### config.mk
export PLATFORM = sky130hd
export DESIGN_NAME = abac_ram
export DESIGN_NICKNAME = d
export VERILOG_FILES = /design/src/sv/abac_ram.sv
export SDC_FILE = /design/constraint.sdc
export NUM_CORES = 2
export LEC_CHECK = 0
export BUFFER_PORTS_ARGS = -buffer_cell sky130_fd_sc_hd__buf_2
export CAP_MARGIN = 20
export CORE_AREA = 2 2 407 409
export CTS_CLUSTER_SIZE = 24
export DETAILED_ROUTE_END_ITERATION = 8
export DIE_AREA = 0 0 409 411
export GPL_TIMING_DRIVEN = 0
export HOLD_SLACK_MARGIN = 0.03
export PLACE_DENSITY = 0.74
export SYNTH_ARGS = -nofsm -noshare
export SYNTH_HDL_FRONTEND = slang
export SYNTH_SLANG_ARGS = --single-unit
### constraint.sdc
create_clock -name clk -period 2.8 [get_ports clk]
set_input_delay 0.42 -clock clk [delete_from_list [all_inputs] [get_ports clk]]
set_output_delay 0.42 -clock clk [all_outputs]
set_load 0.005 [all_outputs]
### src/sv/abac_ram.sv
// Generic single-port-write, single-port-read RAM with registered read data.
module abac_ram #(
	parameter int unsigned WIDTH = 8,
	parameter int unsigned DEPTH = 256
) (
	input  logic                     clk,
	input  logic                     we,
	input  logic [$clog2(DEPTH)-1:0] waddr,
	input  logic [WIDTH-1:0]         wdata,
	input  logic                     re,
	input  logic [$clog2(DEPTH)-1:0] raddr,
	output logic [WIDTH-1:0]         rdata
);

	logic [WIDTH-1:0] mem [DEPTH];

	// Write port and registered read port.
	always_ff @(posedge clk) begin
		if (we) begin
			mem[waddr] <= wdata;
		end
		if (re) begin
			rdata <= mem[raddr];
		end
	end

endmodule

# Word level (Yosys, flattened, before mapping)
# Memories as Yosys holds them, arrays and structs flattened. A register that Yosys moved wholly into a read port is not among the register bits.
# Cells that the tools add are included.
# word_totals
mem_count	1
out_inout_bits	8
register_bits	0
ram_bits	2048
input_bits	27
# memory_table
name	words	width	rd	rd_clocked_by_memory_dff	write_ports	line_no	rtl
mem	256	8	1	1	1	15	logic [WIDTH-1:0] mem [DEPTH];
# classes
n_mux	2
# ops
operator	n
$mux 1	2

# Longest topological paths before layout
# depth
ltp_word	2
ltp_mapped	11
ltp_nobuf	6

# Worst setup path before layout
# Ideal clock, no wire load.
# synth_timing
kind	input port to flip-flop
from	input port raddr[0]
to	register rdata[2], read port of mem (data pin)
required_time_ns	2.531
t_arrival_ns	2.227
slack_ns	0.304
n_path_buf	4
stages	9
cell_sequence	buf_6 > buf_12 > buf_8 > buf_2 > mux4_2 > a22oi_1 > a21oi_1 > nor4_1 > nor4_2
# synth_lines
item	line_no	rtl
from (decl)	11	input logic [$clog2(DEPTH)-1:0] raddr,
to (decl)	12	output logic [WIDTH-1:0] rdata

# Worst setup path in the final report
# layout_timing
from	input port waddr[0]
to	memory mem[77][5], enable pin
# layout_lines
item	line_no	rtl
from (decl)	8	input logic [$clog2(DEPTH)-1:0] waddr,
to (decl)	15	
# No word-level cell before the write port.

==> flow_summary_export.csv <==
group,metric,value,unit
worst_setup_path,critPathKind,"input pin to register",
worst_setup_path,cp_top_family,"buffers and inverters",
global_routing,antenna_found_initial,12,
timing,skew,0.0349,ns
die,io_pins,35,
power_and_ir_drop,p_leak,27.8,nW
worst_setup_path,end_kind,"register",
final_layout,nFillCells,11700,
die,dieHeight,411,um
global_routing,grt_pass1_wl,322,mm
die,rows,149,
clock_tree,clock_latency,0.85,ns
yosys,synthCells,3733,
route,drt_iter0_markers,7627,
worst_setup_path,cp_num_buf_inv,3,
clock_tree,cts_tree,"yes",
route,vias,42300,
yosys,syn-num-nets,3760,
yosys,async_flop_share,0,%
timing,fin_ws,-0.344,ns
power_and_ir_drop,p_per_area,710,nW/um^2
yosys,synth_flop_cell,"edfxtp_1",
timing,hold_viol,0,
yosys,yosysWarnings,0,
yosys,synthDistinctLibCells,54,
route,ant_nets,0,
route,wirelength_met1,78.7,mm
clock_tree,path_clk_slew,0.06,ns
global_routing,grt_max_degree,165,
final_layout,layout-drive-gt1-share,28.3,%
worst_setup_path,cpPeakStageDelay,0.95,ns
global_routing,grt-ovfl-total,0,
timing,totalNegativeSetupSlack,-85.52,ns
die,die_x,409,um
final_layout,syn_to_final_growth,13.7,%
worst_setup_path,reg2regPathDepth,6,
yosys,seq_area_frac_synth,77.5,%
worst_setup_path,cp.depth,6,
worst_setup_path,worstPathArrival,3.62,ns
placed_design,dp.final_hpwl,154,mm
status,status,"complete, but fails checks",
timing,slew_viol_final,0,
clock_tree,ctsHtreeMaxLevel,4,
timing,min_period,3.14,ns
worst_setup_path,start_kind,"input pin",
route,via_per_inst,6.67,
route,drc,0,
timing,whs,0.0448,ns
clock_tree,root_buffer,"clkbuf_16",
timing,maxSlewHeadroom,15.1,%
worst_setup_path,path_cells,"clkbuf_1, nor2b_1, clkbuf_1, nand4_1, clkbuf_2, nor2_1",
timing,worst_slew_pin_slew,1.27,ns
yosys,ys_ff_latch,2056,
yosys,synth_area_leader_cell,"edfxtp_1",
die,core_area,164000,um^2
job,cap_violations,0,
clock_tree,clockBufferDepth,3,
timing,grt_setup_unrepaired,"yes",
timing,fin_crit_sh,112,%
die,die_area,168000,um^2
worst_setup_path,crit_slowest_cell,"nor2_1",
power_and_ir_drop,p_total,64.3,mW
clock_tree,clock-sinks,2056,
worst_setup_path,crit_fanout,10,
timing,setup_viol,723,
yosys,yosysMostFrequentCell,"edfxtp_1",
die,floorplan.initialDensity,48.6,%
route,drt-total-wl,233,mm
global_routing,grt_pass1_vias,41300,
yosys,synth_commonest_cells,"2056 x edfxtp_1, 454 x mux4_2, 282 x nor2_1",
worst_setup_path,cp.required,3.28,ns
placed_design,io_buffer_count,27,
timing,fmax,0.318,GHz
final_layout,final_nets,4014,
yosys,ys_top_cells_by_area,"edfxtp_1 78%, mux4_2 13%, mux2i_1 1.7%",
global_routing,track_usage,27.7,%
worst_hold_path,min_path_cells,1,
worst_hold_path,holdCritPathClass,"input pin to register",
placed_design,gp_congestion,1.00,
route,top_layer,"met5",
yosys,synth_edf_count,2056,
route,wl_met2,103,mm
yosys,syn_area,79600,um^2
worst_setup_path,crit_top_cell,"clkbuf_1",
yosys,avgSynthCellArea,21.3,um^2
route,met3WireLength,34.6,mm
route,firstDrtPassIters,6,
route,wl_per_cell,36.7,um
clock_tree,cts_made_buffers,197,
yosys,synth_top_area_share,77.5,%
status,violations,"negative setup slack",
power_and_ir_drop,peakVddDrop,721,uV
## power by group
group	internal [mW]	switching, mW
registers	33.9	0.0289
clock network	14.8	11.7
logic	1.18	2.60
## layer usage
metal,up-vias,GRT usage [%]
met5,-,0
met2,3596,40.6
met3,726,11.1
met1,21700,35.2
met4,14,16.2
li1,16200,-
## through the flow
step / area [um^2] / utilization [%] / cells / setup WS, ns
floorplan: 79600 / - / 3733 / 0.304
global placement: 82500 / 50.4 / 5949 / -2.69
detailed placement: 83100 / 50.7 / 5976 / -2.41
CTS: 90100 / 55.0 / 6333 / -0.178
global route: 90500 / 55.3 / 6335 / -0.189
finish: 90600 / 55.3 / 6340 / -0.344
## flip-flops by register name, summed over array words and instances, names as in the netlist
signal,flops
mem,2048
rdata,8
## cell families after synthesis
group | share of synthesized area, %
and+or+nand+nor | 2.63
buffers and inverters | 1.83
muxes | 14.6
AOI/OAI and AO/OA | 3.42
DFF | 77.5
## cell usage in the layout (no fill, tap or decap), drive strengths merged, types with 33 or more instances in the layout
cell / n
mux4: 456
nor2: 282
a21oi: 96
buf: 177
a22oi: 133
clkbuf: 335
mux2i: 134
o221ai: 47
edfxtp: 2056
nand2: 33
clkinv: 102
nand3: 34
## cell type report
| cell class | count | area [um^2] | area share (%) |
|---|---|---|---|
| Tap cell | 2189 | 2740 | 3.02 |
| Buffer | 231 | 1630 | 1.80 |
| Multi-Input combinational cell | 1442 | 17300 | 19.1 |
| Antenna cell | 6 | 15.0 | 0.0166 |
| Sequential cell | 2056 | 61700 | 68.2 |
| Inverter | 2 | 11.3 | 0.0124 |
| Clock inverter | 129 | 1380 | 1.52 |
| Clock buffer | 228 | 5050 | 5.57 |
| Timing Repair Buffer | 57 | 681 | 0.752 |
## timing repair
item,4_1_cts,5_1_grt
setup endpoints to repair,234,1124
pin swaps,4,6
hold buffers,1,0
buffers inserted,0,1
endpoints found under the hold margin,8,0
resized for setup,181,161
## worst paths after layout
check / from / endpoint / slack, ns
worst max-delay path: waddr[0] / mem[77][5] / -0.34
worst min-delay path: wdata[5] / mem[66][5] / 0.04
worst max register to register: mem[80][6] / rdata[6] / 0
worst min register to register: mem[114][4] / rdata[4] / 1.26
(Power assumes the default switching activity.)
